--- src/rtl/msalu_pkg.sv ---
// Shared constants, codes and controller/datapath interface types of the multiword ALU.
package msalu_pkg;

  localparam int unsigned WORD_COUNT = 20;
  localparam int unsigned WORD_W     = 32;
  localparam int unsigned SH_W       = 5;
  localparam int unsigned MAG_W      = WORD_COUNT * WORD_W;
  localparam int unsigned WK_W       = $clog2(WORD_COUNT);
  localparam int unsigned IDX_W      = $clog2(2 * WORD_COUNT);
  localparam int unsigned LEN_W      = $clog2(WORD_COUNT + 1);
  localparam int unsigned BIT_W      = $clog2(MAG_W);
  localparam int unsigned SIDX_W     = $clog2(4 * WORD_COUNT) + 1;
  localparam int unsigned ACC_W      = 2 * WORD_W + 8;

  localparam logic [1:0] CMD_LOAD_A = 2'd0;
  localparam logic [1:0] CMD_LOAD_B = 2'd1;
  localparam logic [1:0] CMD_EXEC   = 2'd2;

  localparam logic [2:0] OP_ADD = 3'd0;
  localparam logic [2:0] OP_SUB = 3'd1;
  localparam logic [2:0] OP_MUL = 3'd2;
  localparam logic [2:0] OP_QUO = 3'd3;
  localparam logic [2:0] OP_REM = 3'd4;
  localparam logic [2:0] OP_SHL = 3'd5;
  localparam logic [2:0] OP_SHR = 3'd6;

  typedef logic [WORD_COUNT-1:0][WORD_W-1:0] mag_t;

  typedef struct packed {
    logic             load_a;
    logic             load_b;
    logic             clear;
    logic [2:0]       op;
    logic             carry_clr;
    logic             as_step;
    logic             as_swap;
    logic             as_fin;
    logic             mul_issue;
    logic             mul_last;
    logic             mul_fin;
    logic             div_step;
    logic             rem_copy;
    logic             shl_step;
    logic             shr_step;
    logic             len_cap;
    logic             emit;
    logic             emit_last;
    logic [IDX_W-1:0] k;
    logic [IDX_W-1:0] i;
    logic [BIT_W-1:0] bit_idx;
  } dp_cmd_t;

  typedef struct packed {
    logic             same_sign;
    logic             carry;
    logic             b_zero;
    logic             cnt_big;
    logic [LEN_W-1:0] len;
  } dp_stat_t;

endpackage

--- src/rtl/msalu_ctrl.sv ---
// Controller of the multiword ALU: sequences loads, operation passes and result emission.
module msalu_ctrl (
  input  logic                clk_i,
  input  logic                rst_ni,
  input  logic                start,
  input  logic [1:0]          cmd_i,
  input  logic [2:0]          op_i,
  input  msalu_pkg::dp_stat_t stat_i,
  output msalu_pkg::dp_cmd_t  dp_cmd_o,
  output logic                busy
);

  localparam logic [3:0] S_IDLE      = 4'd0;
  localparam logic [3:0] S_AS        = 4'd1;
  localparam logic [3:0] S_AS_CHK    = 4'd2;
  localparam logic [3:0] S_MUL       = 4'd3;
  localparam logic [3:0] S_MUL_DRAIN = 4'd4;
  localparam logic [3:0] S_MUL_FIN   = 4'd5;
  localparam logic [3:0] S_DIV       = 4'd6;
  localparam logic [3:0] S_REM       = 4'd7;
  localparam logic [3:0] S_SHL       = 4'd8;
  localparam logic [3:0] S_SHR       = 4'd9;
  localparam logic [3:0] S_LEN       = 4'd10;
  localparam logic [3:0] S_EMIT      = 4'd11;

  logic [3:0] state_q, state_d;
  logic [2:0] op_q, op_d;
  logic [msalu_pkg::IDX_W-1:0] k_q, k_d, i_q, i_d, hi, lo_next;
  logic [msalu_pkg::BIT_W-1:0] bit_q, bit_d;
  logic swap_q, swap_d;
  logic [msalu_pkg::LEN_W-1:0] n_words;

  assign busy = (state_q != S_IDLE);

  // Row range of the current product column
  assign hi = (32'(k_q) < msalu_pkg::WORD_COUNT) ? k_q :
              msalu_pkg::IDX_W'(msalu_pkg::WORD_COUNT - 1);
  assign lo_next = (32'(k_q) + 1 >= msalu_pkg::WORD_COUNT) ?
                   msalu_pkg::IDX_W'(32'(k_q) + 2 - msalu_pkg::WORD_COUNT) : '0;
  assign n_words = (stat_i.len == '0) ? msalu_pkg::LEN_W'(1) : stat_i.len;

  always_comb begin
    state_d = state_q; op_d = op_q; k_d = k_q; i_d = i_q; bit_d = bit_q; swap_d = swap_q;
    dp_cmd_o         = '0;
    dp_cmd_o.op      = op_i;
    dp_cmd_o.k       = k_q;
    dp_cmd_o.i       = i_q;
    dp_cmd_o.bit_idx = bit_q;
    dp_cmd_o.as_swap = swap_q;

    case (state_q)
      S_IDLE: begin
        if (start) begin
          case (cmd_i)
            msalu_pkg::CMD_LOAD_A: dp_cmd_o.load_a = 1'b1;
            msalu_pkg::CMD_LOAD_B: dp_cmd_o.load_b = 1'b1;
            msalu_pkg::CMD_EXEC: begin
              op_d   = op_i;
              k_d    = '0;
              i_d    = '0;
              swap_d = 1'b0;
              bit_d  = msalu_pkg::BIT_W'(msalu_pkg::MAG_W - 1);
              dp_cmd_o.clear = 1'b1;
              case (op_i)
                msalu_pkg::OP_ADD, msalu_pkg::OP_SUB: state_d = S_AS;
                msalu_pkg::OP_MUL: state_d = S_MUL;
                msalu_pkg::OP_QUO, msalu_pkg::OP_REM: state_d = stat_i.b_zero ? S_LEN : S_DIV;
                msalu_pkg::OP_SHL: state_d = stat_i.cnt_big ? S_LEN : S_SHL;
                msalu_pkg::OP_SHR: begin
                  state_d = stat_i.cnt_big ? S_LEN : S_SHR;
                  k_d     = msalu_pkg::IDX_W'(msalu_pkg::WORD_COUNT - 1);
                end
                default: dp_cmd_o.clear = 1'b0;
              endcase
            end
            default: ;
          endcase
        end
      end
      S_AS: begin
        dp_cmd_o.as_step = 1'b1;
        if (32'(k_q) == msalu_pkg::WORD_COUNT - 1) begin
          k_d     = '0;
          state_d = S_AS_CHK;
        end else begin
          k_d = k_q + 1'b1;
        end
      end
      S_AS_CHK: begin
        // A borrow out of the first pass means |B| > |A|: redo as B - A
        if (!swap_q && !stat_i.same_sign && stat_i.carry) begin
          swap_d             = 1'b1;
          dp_cmd_o.carry_clr = 1'b1;
          state_d            = S_AS;
        end else begin
          dp_cmd_o.as_fin = 1'b1;
          state_d         = S_LEN;
        end
      end
      S_MUL: begin
        dp_cmd_o.mul_issue = 1'b1;
        dp_cmd_o.mul_last  = (i_q == hi);
        if (i_q == hi) begin
          if (32'(k_q) == 2 * msalu_pkg::WORD_COUNT - 2) begin
            state_d = S_MUL_DRAIN;
          end else begin
            k_d = k_q + 1'b1;
            i_d = lo_next;
          end
        end else begin
          i_d = i_q + 1'b1;
        end
      end
      S_MUL_DRAIN: state_d = S_MUL_FIN;
      S_MUL_FIN: begin
        dp_cmd_o.mul_fin = 1'b1;
        state_d          = S_LEN;
      end
      S_DIV: begin
        dp_cmd_o.div_step = 1'b1;
        if (bit_q == '0) begin
          state_d = (op_q == msalu_pkg::OP_REM) ? S_REM : S_LEN;
        end else begin
          bit_d = bit_q - 1'b1;
        end
      end
      S_REM: begin
        dp_cmd_o.rem_copy = 1'b1;
        state_d           = S_LEN;
      end
      S_SHL: begin
        dp_cmd_o.shl_step = 1'b1;
        if (32'(k_q) == 2 * msalu_pkg::WORD_COUNT - 1) begin
          state_d = S_LEN;
        end else begin
          k_d = k_q + 1'b1;
        end
      end
      S_SHR: begin
        dp_cmd_o.shr_step = 1'b1;
        if (k_q == '0) begin
          state_d = S_LEN;
        end else begin
          k_d = k_q - 1'b1;
        end
      end
      S_LEN: begin
        dp_cmd_o.len_cap = 1'b1;
        k_d              = '0;
        state_d          = S_EMIT;
      end
      S_EMIT: begin
        dp_cmd_o.emit      = 1'b1;
        dp_cmd_o.emit_last = (32'(k_q) == 32'(n_words) - 1);
        if (32'(k_q) == 32'(n_words) - 1) begin
          state_d = S_IDLE;
        end else begin
          k_d = k_q + 1'b1;
        end
      end
      default: state_d = S_IDLE;
    endcase
  end

  always_ff @(posedge clk_i or negedge rst_ni) begin
    if (!rst_ni) begin
      state_q <= S_IDLE;
      op_q    <= '0;
      k_q     <= '0;
      i_q     <= '0;
      bit_q   <= '0;
      swap_q  <= 1'b0;
    end else begin
      state_q <= state_d;
      op_q    <= op_d;
      k_q     <= k_d;
      i_q     <= i_d;
      bit_q   <= bit_d;
      swap_q  <= swap_d;
    end
  end

endmodule

--- config.mk ---
export PLATFORM = sky130hd
export DESIGN_NAME = msalu_ctrl
export DESIGN_NICKNAME = d
export VERILOG_FILES = /design/src/rtl/msalu_pkg.sv /design/src/rtl/msalu_ctrl.sv
export SDC_FILE = /design/constraint.sdc
export NUM_CORES = 1
export LEC_CHECK = 0
export BUFFER_PORTS_ARGS = -buffer_cell sky130_fd_sc_hd__buf_2
export CORE_UTILIZATION = 35
export DETAILED_ROUTE_END_ITERATION = 8
export PLACE_DENSITY_LB_ADDON = 0.05
export REMOVE_ABC_BUFFERS = 1
export SLEW_MARGIN = 20
export SYNTH_ARGS = -nofsm -noshare
export SYNTH_HDL_FRONTEND = slang
export SYNTH_SLANG_ARGS = --single-unit
export TNS_END_PERCENT = 50
--- constraint.sdc ---
create_clock -name clk_i -period 3.45 [get_ports clk_i]
set_input_delay 0.1725 -clock clk_i [delete_from_list [all_inputs] [get_ports clk_i]]
set_output_delay 0.1725 -clock clk_i [all_outputs]
set_load 0.05 [all_outputs]
* After elaboration in Yosys (flattened, before gate mapping)
Index checks and enable logic that the tools add are counted.
** Storage, ports and cells
- Bits in registers :: 30
- Bits of input ports :: 17
- Output and inout bits :: 43
** Operators by class
- $add $sub $neg :: 8
- $lt $le $gt $ge :: 2
- Equality and inequality tests :: 42
- Mux-type cells :: 61
- Reduce and logical (&&, ||, !) cells :: 25
** Operator list (count)
- $mux W6 :: 14
- $mux W4 :: 12
- $pmux W4 S11 :: 1
- $pmux W6 S7 :: 1
- $eq A6 B32 Y1 :: 1
- $mux W10 :: 3
- $ne A2 B2 Y1 const B :: 14
- $pmux W10 S2 :: 1
- $pmux W4 S5 :: 1
- $mux W1 :: 18
- $eq A4 B3 Y1 const B :: 4
- $eq A4 B4 Y1 const B :: 4
- $add A6 B1 Y6 const B :: 2
- $eq A3 B3 Y1 const B :: 4
- $eq A6 B6 Y1 const B :: 2
- $pmux W6 S2 :: 1
- $reduce_and A4 Y1 :: 3
- $logic_not A10 Y1 :: 1
- $mux W5 :: 2
- $reduce_and A10 Y1 :: 1
- $sub A10 B1 Y10 const B :: 1
- $eq A4 B2 Y1 const B :: 2
- $mux W2 :: 4
- $reduce_and A8 Y1 :: 1
- 32 further kinds :: 40

* Logic depth before layout (Yosys ltp)
Gate-level depths: netlist of run 1.
- Depth in word-level cells :: 6
- Mapped depth :: 10
- Depth with buffers taken out :: 9

* Worst setup path before layout of run 1
No wires, ideal clock.
- Path kind :: flip-flop to output port
- Start point :: register state_q[3]
- End point :: output dp_cmd_o[41] (netlist name)
- Arrival time :: 2.937 ns
- Required time :: 3.277 ns
- Setup slack :: 0.340 ns
- Cell stages (with the launch flop) :: 6
- Path buffers :: 1
- Cell sequence :: dfrtp_1 or2_1 clkbuf_1 nor3_1 inv_1 nor4b_1
** RTL lines
- from (decl) :: line msalu_ctrl.sv:26 : logic [3:0] state_q, state_d;
- from (signal assigned) :: line msalu_ctrl.sv:174 : state_q <= state_d;
- to (decl) :: line msalu_ctrl.sv:9 : output msalu_pkg::dp_cmd_t dp_cmd_o,

* Final worst setup path of run 1
- Start point :: register k_q[3] (netlist name)
- End point :: register i_q[3] (netlist name)
** On the way
- Word-level cells in the longest chain between the ends :: 6
** Ends and longest elaborated chain
- from (decl) :: line msalu_ctrl.sv:28 : logic [msalu_pkg::IDX_W-1:0] k_q, k_d, i_q, i_d, hi, lo_next;
- from (signal assigned) :: line msalu_ctrl.sv:176 : k_q <= k_d;
- $add A6 B2 Y6 / $add A6 B1 Y7 (equally long branches) :: line msalu_ctrl.sv:39, msalu_ctrl.sv:38
- $sub A6 B5 Y6 / $ge A7 B5 Y1 (equally long branches) :: line msalu_ctrl.sv:39, msalu_ctrl.sv:38
- $mux W6 :: line msalu_ctrl.sv:38 : assign lo_next = (32'(k_q) + 1 >= msalu_pkg::WORD_COUNT) ?
- $mux W6 :: line msalu_ctrl.sv:104 : if (32'(k_q) == 2 * msalu_pkg::WORD_COUNT - 2) begin
- $mux W6 :: line msalu_ctrl.sv:103 : if (i_q == hi) begin
- $pmux W6 S2 :: line msalu_ctrl.sv:51 : case (state_q)
- to (signal assigned) :: line msalu_ctrl.sv:177 : i_q <= i_d;
- to (decl) :: line msalu_ctrl.sv:28
Several ways; a longest one is shown, not always the timed one. The select of a mux whose other input is x is not followed.
A chain may end at the register's enable or synchronous reset.

==> impl_metrics.tcl, run 1 <==
set metrics [dict create \
    coreArea_mm2 0.00769 \
    seqPwrFrac_pct 26.5 \
    drive_gt1_share_pct 24.1 \
    place_hpwl_um 5870 \
    grt_overflow_total 0 \
    clkPwrFrac_pct 10.5 \
    sw_frac_of_total_pct 56.8 \
    setup_viol 0 \
    ys_types 67 \
    numCtsBuffers 5 \
    antenna_found_initial 0 \
    fillerInstances 861 \
    cts_setup_buffers 0 \
    slowest_stage "dfrtp_1" \
    die_w_um 90.8 \
    synth_area_per_cell_um2 7.86 \
    synthCells 351 \
    tightest_slew_ns 0.743 \
    power_w 0.00297 \
    synth-seq-cells 30 \
    synth_async_sr_flop_share_pct 100 \
    clock-skew-final_ns 0.0104 \
    drc 0 \
    p_int_w 0.00129 \
    yosysTopAreaCell "dfrtp_1" \
    start_kind "flop" \
    rows 32 \
    fmax_mhz 359 \
    ys_seq_area_share_pct 27.2 \
    path_max_fanout 17 \
    tns_ns 0 \
    netlist_area_mm2 0.00276 \
    cp.buffers_inverters 0 \
    synth_top_area_share_pct 27.2 \
    grt_pass1_wl_um 13300 \
    gp_congestion 0.837 \
    drt_pass1_iterations 4 \
    ir_worst_vdd_mv 0.500 \
    ant_nets 0 \
    antennaDiodeCount 0 \
    slew_headroom_pct 50.5 \
    cp.arrival_ns 2.95 \
    num_vias 2710 \
    slew_viol_final 0 \
    hp-class "in -> reg" \
    worstSkewPairLatency_ns 0.28 \
    synth_commonest_cells "nand2_1 (31), nor2_1 (31), dfrtp_1 (30)" \
    track_usage_pct 20.1 \
    placed_cells 491 \
    routed_wl_um 8030 \
    status "completed" \
    register_area_um2 751 \
    cts_buffer_depth 2 \
    critPathKind "reg -> reg" \
    crit_chain "or2_1 > a221oi_1 > nor4_2 > a21oi_1 > nor2_1 > mux2_2" \
    critPathTopFamily "simple AND/OR/NAND/NOR gates" \
    grt_pass1_vias 2512 \
    slowest_delay_ns 0.73 \
    clock_sink_count 30 \
    fp.dieH_um 90.8 \
    stdcell_count 500 \
    ios 60 \
    cap_violations 0 \
    cts-root-buf "clkbuf_8" \
    hold_viol_final 0 \
    port_buffers 59 \
    synth_edf_count 0 \
    p_leak_nw 1.42 \
    powerDensity_mw_per_mm2 924 \
    synthTopCellsByArea "dfrtp_1 (27%), o21ai_0 (5.1%), nand2_1 (4.2%), nor2_1 (4.2%), ha_1 (4.1%)" \
    synth_warnings 0 \
    grt_setup_unrepaired "false" \
    nets 423 \
    wl_per_cell_um 16.1 \
    switchingPower_w 0.00169 \
    initial_core_util_pct 35.9 \
    whs_ns 0.222 \
    cts_tree "done" \
    finalCritPeriodShare_pct 80.7 \
    viasPerCell 5.42 \
    clkSlewWorstSetupHoldPaths_ns 0.08 \
    htree_levels 2 \
    drt_iter0_markers 72 \
    period_needed_ns 2.78 \
    worstPathRequired_ns 3.62 \
    ys.flop_type "dfrtp_1" \
    area_growth_pct 16.5 \
    die_area_mm2 0.00825 \
    multi_input_area_mm2 0.00182 \
    cp-end-kind "flop" \
    comb_power_share_pct 63.0 \
    grt_max_degree 31 \
]
==> per-layer routing <==
metal	wire (um)	global-route usage [%]
met5	0	0
met4	33	3.31
met3	245	3.03
met2	3990	34.2
met1	3760	27.1
==> worst paths after layout <==
| check | from | end | slack [ns] | cells past startpoint |
|---|---|---|---|---|
| setup / recovery | k_q[3] | i_q[3] | 0.67 | 6 |
| hold / removal | op_i[0] | op_q[0] | 0.22 | 3 |
| setup reg to reg | k_q[3] | i_q[3] | 0.67 | 6 |
| hold reg to reg | op_q[1] | op_q[1] | 0.49 | 2 |
| max in group asynchronous | rst_ni | i_q[3] | 2.49 | 2 |
| min in group asynchronous | rst_ni | bit_q[7] | 0.49 | 2 |
==> cells in the final DEF, fill, tap and decap left out, types with 3 or more instances in the layout <==
cell / n
xor2_1: 6
nand3_1: 10
o31ai_1: 5
inv_1: 17
a31oi_1: 7
ha_1: 9
nand2b_1: 9
mux2_2: 3
xnor2_1: 12
nand4_1: 3
nor2_1: 31
a21oi_1: 19
nor3_1: 17
and2_1: 5
clkbuf_8: 6
nand2_1: 31
nand3b_1: 3
and3_1: 4
nor4_1: 4
dfrtp_1: 30
o21ai_0: 28
or3b_2: 3
o21a_1: 4
buf_2: 59
buf_4: 7
nor3b_1: 3
nor2b_1: 4
a221o_1: 4
a31o_2: 3
==> worst reg2reg max path, stage by stage (launching register included) <==
cell,delay [ns]
dfrtp_1,0.73
or2_1,0.27
a221oi_1,0.14
nor4_2,0.59
a21oi_1,0.19
nor2_1,0.36
mux2_2,0.38
==> metrics by stage <==
step	setup slack (ns)	cell area [um^2]	util (%)
2_1_floorplan	0.195	2640	-
6_report	0.666	3220	41.8
3_5_place_dp	0.689	3110	40.5
5_1_grt	0.410	3220	41.8
4_1_cts	0.665	3220	41.8
3_3_place_gp	0.711	3110	40.5
==> power groups by stage <==
stage | logic (W) | registers, W | clock network (W)
3_5_place_dp | 0.00188 | 0.000799 | 0
3_3_place_gp | 0.00188 | 0.000797 | 0
6_report | 0.00187 | 0.000788 | 0.000311
2_1_floorplan | 0.00105 | 0.00110 | 0
5_1_grt | 0.00204 | 0.000830 | 0.000337
4_1_cts | 0.00189 | 0.000791 | 0.000325
==> registers in the layout, summed over array words and instances, names as in the netlist <==
name and count:
bit_q 10, i_q 6, k_q 6, op_q 3, state_q 4, swap_q 1
==> repair_timing <==
action,in CTS,in global routing
hold endpoints to repair,30,0
gates resized for setup,0,0
hold buffers,1,0
==> final cells by class <==
type	count	area share [%]
clock buffer	6	2.57
clock inverter	2	0.389
inverter	17	1.98
multi-input combinational	276	56.6
sequential	30	23.3
tap	102	3.97
timing repair buffer	67	11.1
==> cell families (layout without fill, tap and decap cells) <==
group | Yosys count | after routing | share of synthesized area [%]
AND/OR/NAND/NOR | 146 | 146 | 28.5
AO/OA/AOI/OAI | 97 | 97 | 25.0
buffers and inverters | 45 | 92 | 6.84
flip-flops | 30 | 30 | 27.2
XOR/XNOR | 18 | 18 | 5.71
adder cells (fa/ha/maj) | 9 | 9 | 4.08
multiplexers | 6 | 6 | 2.67
(Power assumes the default switching activity.)
==> run 2, diff against run 1 <==
ABC_AREA = 1   (was not set)
clock period = 2.7 ns   (was 3.45 ns; I/O delays follow)
==> run 2 against run 1 <==
  * Critical path type is now reg -> out
  * Core utilization rose by 2.0 points
  * Clock skew decreased by 0.0012 ns
  * Highest routed layer unchanged
  * Global-route usage shrank 0.56 points
  * Critical endpoint is now dp_cmd_o[30]
==> impl_metrics.tcl, run 2 <==
set metrics [dict create \
    drive_gt1_share_pct 21.4 \
    grt_pass1_wl_um 13000 \
    hp-class "in -> reg" \
    cts_hold_buffers 1 \
    synth_area_per_cell_um2 6.43 \
    ys.flop_type "dfrtp_1" \
    wl_per_cell_um 12.7 \
    cp.arrival_ns 2.14 \
    cts_tree "done" \
    synth_fa_ha_area_share_pct 4.13 \
    drc 0 \
    regMostFlops "bit_q" \
    worstSkewPairLatency_ns 0.29 \
    cap_violations 0 \
    utilization_pct 43.8 \
    synth_compound_area_share_pct 10.2 \
    wl_met3_um 348 \
    synth-seq-cells 30 \
    routed_wl_um 7410 \
    synthTopCellsByArea "dfrtp_1 (28%), nand2_1 (18%), nand3_1 (6.6%), nor2_1 (6.6%), inv_1 (6.5%)" \
    ant_nets 0 \
    gp_congestion 0.798 \
    synth_most_common_cell "nand2_1" \
    slew_headroom_pct 52.3 \
    track_usage_pct 19.5 \
    cts-root-buf "clkbuf_8" \
    crit_top_cell "nand2_1" \
    num_vias 2880 \
    hold_viol_final 0 \
    largest_reg_flops 10 \
    yosysTopAreaCell "dfrtp_1" \
    sw_frac_of_total_pct 55.1 \
    coreArea_mm2 0.00741 \
    rows 31 \
    grt_pass1_vias 2750 \
    path_max_fanout 14 \
    highest_layer "met4" \
    synthXorXnorAreaFrac_pct 3.53 \
    synth_warnings 0 \
    nets 511 \
    powerDensity_mw_per_mm2 1110 \
    viasPerCell 4.92 \
    start_kind "flop" \
    comb_power_share_pct 62.0 \
    fillerInstances 803 \
    place_hpwl_um 5780 \
    slowest_stage "dfrtp_1" \
    tns_ns 0 \
    clkSlewWorstSetupHoldPaths_ns 0.07 \
    port_buffers 59 \
    crit_chain "nor2_1 > nand2_1 > nand2_1 > nand3_1 > nand2_1 > nand3_4 > nor2_4 > buf_2" \
    finalCritPeriodShare_pct 84.4 \
    drt_pass1_iterations 4 \
    cp-end-kind "output port" \
    status "completed" \
    synth_top_area_share_pct 27.5 \
    setup_viol 0 \
    synth_top_family_by_area "simple AND/OR/NAND/NOR gates" \
    worstHoldPathCells 3 \
    antennaDiodeCount 0 \
    die_w_um 90.3 \
    antenna_found_initial 0 \
    seqPwrFrac_pct 21.6 \
    worstPathRequired_ns 2.57 \
    switchingPower_w 0.00199 \
    period_needed_ns 2.28 \
    ios 60 \
    synthCells 424 \
    synth_async_sr_flop_share_pct 100 \
    area_growth_pct 19.0 \
    htree_levels 2 \
    p_int_w 0.00162 \
    drt_iter0_markers 117 \
    synth_mux_area_share_pct 0 \
    cts.repair.resized 0 \
    register_area_um2 751 \
    slew_viol_final 0 \
    netlist_area_mm2 0.00273 \
    cts_buffer_depth 2 \
    final_cell_mix "nand2_1 (130), buf_2 (59), nor2_1 (48)" \
    layout_commonest_cell "nand2_1" \
    ys_types 40 \
    synth-simple-area-share_pct 44.2 \
    grt_setup_unrepaired "false" \
    multi_input_area_mm2 0.00169 \
    grt_overflow_total 0 \
    clkPwrFrac_pct 16.4 \
    clock-skew-final_ns 0.00926 \
    fp.dieH_um 90.3 \
    top_regs "bit_q: 10 flops, i_q: 6 flops, k_q: 6 flops" \
    ys_seq_area_share_pct 27.5 \
    synth_commonest_cells "nand2_1 (130), nor2_1 (48), inv_1 (47)" \
    grt_max_degree 31 \
    p_leak_nw 1.78 \
    worstRegToRegCells 10 \
    synth_edf_count 0 \
    tightest_slew_ns 0.716 \
    met2WireLength_um 3310 \
    initial_core_util_pct 36.8 \
    die_area_mm2 0.00815 \
    numCtsBuffers 5 \
    critPathKind "reg -> out" \
    ir_worst_vdd_mv 0.403 \
    fmax_mhz 439 \
    met1_length_um 3660 \
    slowest_delay_ns 0.55 \
    clock_sink_count 30 \
    cts_setup_buffers 0 \
]
run 2: cell count changes after synthesis, moves of 6 or more:
cell,before,now
nand2b_1,9,0
inv_1,17,47
o21ai_0,28,20
a31oi_1,7,1
nand4_1,3,12
clkbuf_1,17,1
nor2_1,31,48
nor3_1,17,5
nor2_2,0,7
nand3_1,10,36
nand2_2,0,7
xnor2_1,12,5
nand2_1,31,130
run 2: power by group through the flow:
| stage | registers (W) | logic (W) | clock network (W) |
|---|---|---|---|
| after floorplan | 0.00113 | 0.00136 | 0 |
| after global placement | 0.000792 | 0.00224 | 0 |
| after detailed placement | 0.000788 | 0.00224 | 0 |
| after CTS | 0.000781 | 0.00225 | 0.000607 |
| after global routing | 0.000812 | 0.00249 | 0.000623 |
| final | 0.000780 | 0.00223 | 0.000591 |
run 2: stage by stage:
step | hold WS, ns | std cells | worst slack (ns) | power [W] | instance area, um^2
finish | 0.159 | 585 | 0.422 | 0.00361 | 3250
global placement | 0.250 | 576 | 0.642 | 0.00303 | 3090
CTS | 0.158 | 585 | 0.403 | 0.00363 | 3250
floorplan | -0.161 | 414 | 0.218 | 0.00249 | 2640
detailed placement | 0.250 | 576 | 0.669 | 0.00303 | 3090
global route | 0.186 | 585 | 0.253 | 0.00392 | 3250
run 2: final timing paths:
| path | endpoint | slack (ns) | start |
|---|---|---|---|
| setup reg to reg | k_q[5] | 0.68 | k_q[2] |
| max in group asynchronous | bit_q[9] | 1.80 | rst_ni |
| min in group asynchronous | k_q[0] | 0.43 | rst_ni |
| hold reg to reg | op_q[1] | 0.49 | op_q[1] |
| setup / recovery | dp_cmd_o[30] | 0.42 | k_q[2] |
| hold / removal | op_q[0] | 0.16 | op_i[0] |
run 2: final cells by class:
| cell class | count | area share [%] |
|---|---|---|
| multi-input cells | 331 | 52.1 |
| well taps | 99 | 3.82 |
| clock buffers | 6 | 2.54 |
| inverters | 53 | 6.21 |
| repair buffers | 64 | 10.3 |
| flip-flops and latches | 30 | 23.1 |
| clock inverters | 2 | 1.85 |
run 2: worst max-delay path, delay by kind of cell, from the launching register on:
kind / cells / cell delay (ns)
buffers and inverters: 1 / 0.29
AND/OR/NAND/NOR: 7 / 1.01
flip-flops: 1 / 0.55
run 2: cell families (layout without fill, tap and decap cells):
family	after synthesis	after routing
and+or+nand+nor	261	261
buffers and inverters	63	125
AOI/OAI and AO/OA	50	50
DFF	30	30
xor gates and xnor gates	11	11
adders and majority gates	9	9
run 2: metal layers:
layer  up-vias  track usage, %
met1      1318            26.7
li1       1485               -
met2        68            31.1
met4         0            5.91
met5         -               0
met3         9            3.54
==> run 3, diff against run 2 <==
ABC_AREA = 0   (was 1)
clock period = 2.08 ns   (was 2.7 ns; I/O delays follow)
==> run 3 against run 2 <==
  * The run now ends with negative setup slack left
  * Combinational power is 110% higher
  * Register-to-register slack got worse by 0.86 ns
  * Largest power group unchanged
  * Clock power is 14% lower
  * Power rose by 76%
==> impl_metrics.tcl, run 3 (same netlist as run 1, synthesis figures left out) <==
set metrics [dict create \
    gp_congestion 0.827 \
    cp-end-kind "flop" \
    placed_cells 562 \
    initial_core_util_pct 35.9 \
    path_max_fanout 4 \
    rows 32 \
    grt_pass1_vias 2867 \
    drive_gt1_share_pct 46.8 \
    reg2reg_slack_ns -0.18 \
    grt_pass1_wl_um 14400 \
    start_kind "flop" \
    cts_buffer_depth 2 \
    period_needed_ns 2.26 \
    coreArea_mm2 0.00769 \
    worstHoldStart "op_i[0]" \
    status "finished with violations" \
    num_vias 3100 \
    tightest_slew_ns 0.725 \
    place_hpwl_um 6550 \
    viasPerCell 5.26 \
    final_cell_mix "buf_4 (85), buf_2 (54), nor2_1 (29), nand2_1 (29), dfrtp_1 (24)" \
    routed_wl_um 8950 \
    worstHoldPathCells 3 \
    powerDensity_mw_per_mm2 1510 \
    cts-root-buf "clkbuf_8" \
    slew_viol_final 0 \
    regMostFlops "bit_q" \
    top_regs "bit_q: 10 flops, i_q: 6 flops, k_q: 6 flops" \
    drt_iter0_markers 115 \
    p_leak_nw 1.94 \
    clock-skew-final_ns 0.00771 \
    critPathTopFamily "simple AND/OR/NAND/NOR gates" \
    drc 0 \
    clkSlewWorstSetupHoldPaths_ns 0.07 \
    nets 512 \
    critPathKind "reg -> reg" \
    hold_viol_final 0 \
    finalCritPeriodShare_pct 108 \
    fmax_mhz 443 \
    crit_path_start "bit_q[3]" \
    htree_levels 2 \
    track_usage_pct 21.6 \
    cp.buffers_inverters 0 \
    hp-class "in -> reg" \
    fp.dieH_um 90.8 \
    wl_per_cell_um 15.2 \
    reg2reg_from "bit_q[3]" \
    slowest_delay_ns 0.56 \
    worstRegToRegCells 5 \
    cap_violations 0 \
    cts_tree "done" \
    numCtsBuffers 5 \
    grt_overflow_total 0 \
    layout_commonest_cell "buf_4" \
    crit_chain "or4_4 > o41ai_4 > o31ai_1 > or3_4 > mux2_4" \
    reg2reg_to "state_q[0]" \
    ir_worst_vdd_mv 0.873 \
    stdcell_count 589 \
    die_area_mm2 0.00825 \
    ios 60 \
    drt_pass1_iterations 4 \
    worstSkewPairLatency_ns 0.28 \
    grt_max_degree 31 \
    cp.arrival_ns 2.43 \
    setup_slack_ns -0.176 \
    antenna_found_initial 0 \
    utilization_pct 54.5 \
    clock_sink_count 30 \
    ant_nets 0 \
    port_buffers 59 \
    worstHoldEndpoint "op_q[0]" \
    setup_viol 19 \
    largest_reg_flops 10 \
    worstPathRequired_ns 2.25 \
    slowest_stage "or4_4" \
    slew_headroom_pct 51.6 \
    die_w_um 90.8 \
    antennaDiodeCount 0 \
    area_growth_pct 51.9 \
    grt_setup_unrepaired "true" \
    violations "negative setup slack" \
]
-- run 3: cell count changes in the layout (fill, tap and decap cells not counted), moves of 9 or more --
| cell | change |
|---|---|
| nor2_1 | -19 |
| nand3_1 | -26 |
| buf_4 | +81 |
| inv_1 | -30 |
| nand2b_1 | +9 |
| buf_6 | +14 |
| nand4_1 | -9 |
| nand2_1 | -101 |
-- run 3: power by group --
group          switching (W)  internal, W
clock               0.000241     0.000266
sequential          0.000282     0.000817
combinational        0.00271      0.00202
total                0.00323      0.00310
-- run 3: routing by layer --
layer | GRT usage (%) | share of wire (%) | vias to the layer above
met5 | 0 | 0 | -
met1 | 28.8 | 46 | 1477
met4 | 4.89 | 0.90 | 0
li1 | - | - | 1543
met3 | 3.28 | 3.4 | 6
met2 | 36.7 | 50 | 74
-- run 3: how the worst max path moves through the flow --
stage,slack [ns],endpoint,cells past startpoint
2_1_floorplan,-1.11,dp_cmd_o[41],4
6_report,-0.18,state_q[0],5
4_1_cts,-0.16,state_q[3],7
5_1_grt,-0.22,state_q[0],5
3_5_place_dp,-0.20,state_q[3],5
3_3_place_gp,-0.25,state_q[3],5
-- run 3: repair_timing --
item,4_1_cts,5_1_grt
endpoints found under the hold margin,30,0
endpoints found under the setup margin,25,29
buffers inserted,12,5
gates cloned,1,0
gates resized for setup,55,31
hold buffers,1,0
pin swaps,10,19
-- run 3: metrics by stage --
stage	power, W	area, um^2	worst slack [ns]	TNS [ns]	hold WS [ns]
floorplan	0.00355	2640	-1.11	-12.93	-0.192
global placement	0.00513	3640	-0.254	-2.34	0.211
detailed placement	0.00513	3640	-0.201	-2.09	0.203
CTS	0.00615	4050	-0.159	-0.833	0.130
global route	0.00674	4190	-0.222	-2.21	0.145
finish	0.00633	4190	-0.176	-1.09	0.138
-- run 3: cell type report --
| class | count | area (um^2) |
|---|---|---|
| Inverter | 17 | 63.8 |
| Multi-Input combinational cell | 276 | 2040 |
| Sequential cell | 30 | 758 |
| Clock buffer | 6 | 82.6 |
| Fill cell | 747 | 3490 |
| Timing Repair Buffer | 156 | 1110 |
| Tap cell | 102 | 128 |
| Clock inverter | 2 | 12.5 |
-- run 3: tightest hold or removal path: cells and delay by family --
| family | cells | cell delay, ns |
|---|---|---|
| AND/OR/NAND/NOR | 2 | 0.11 |
| buffers and inverters | 1 | 0.17 |
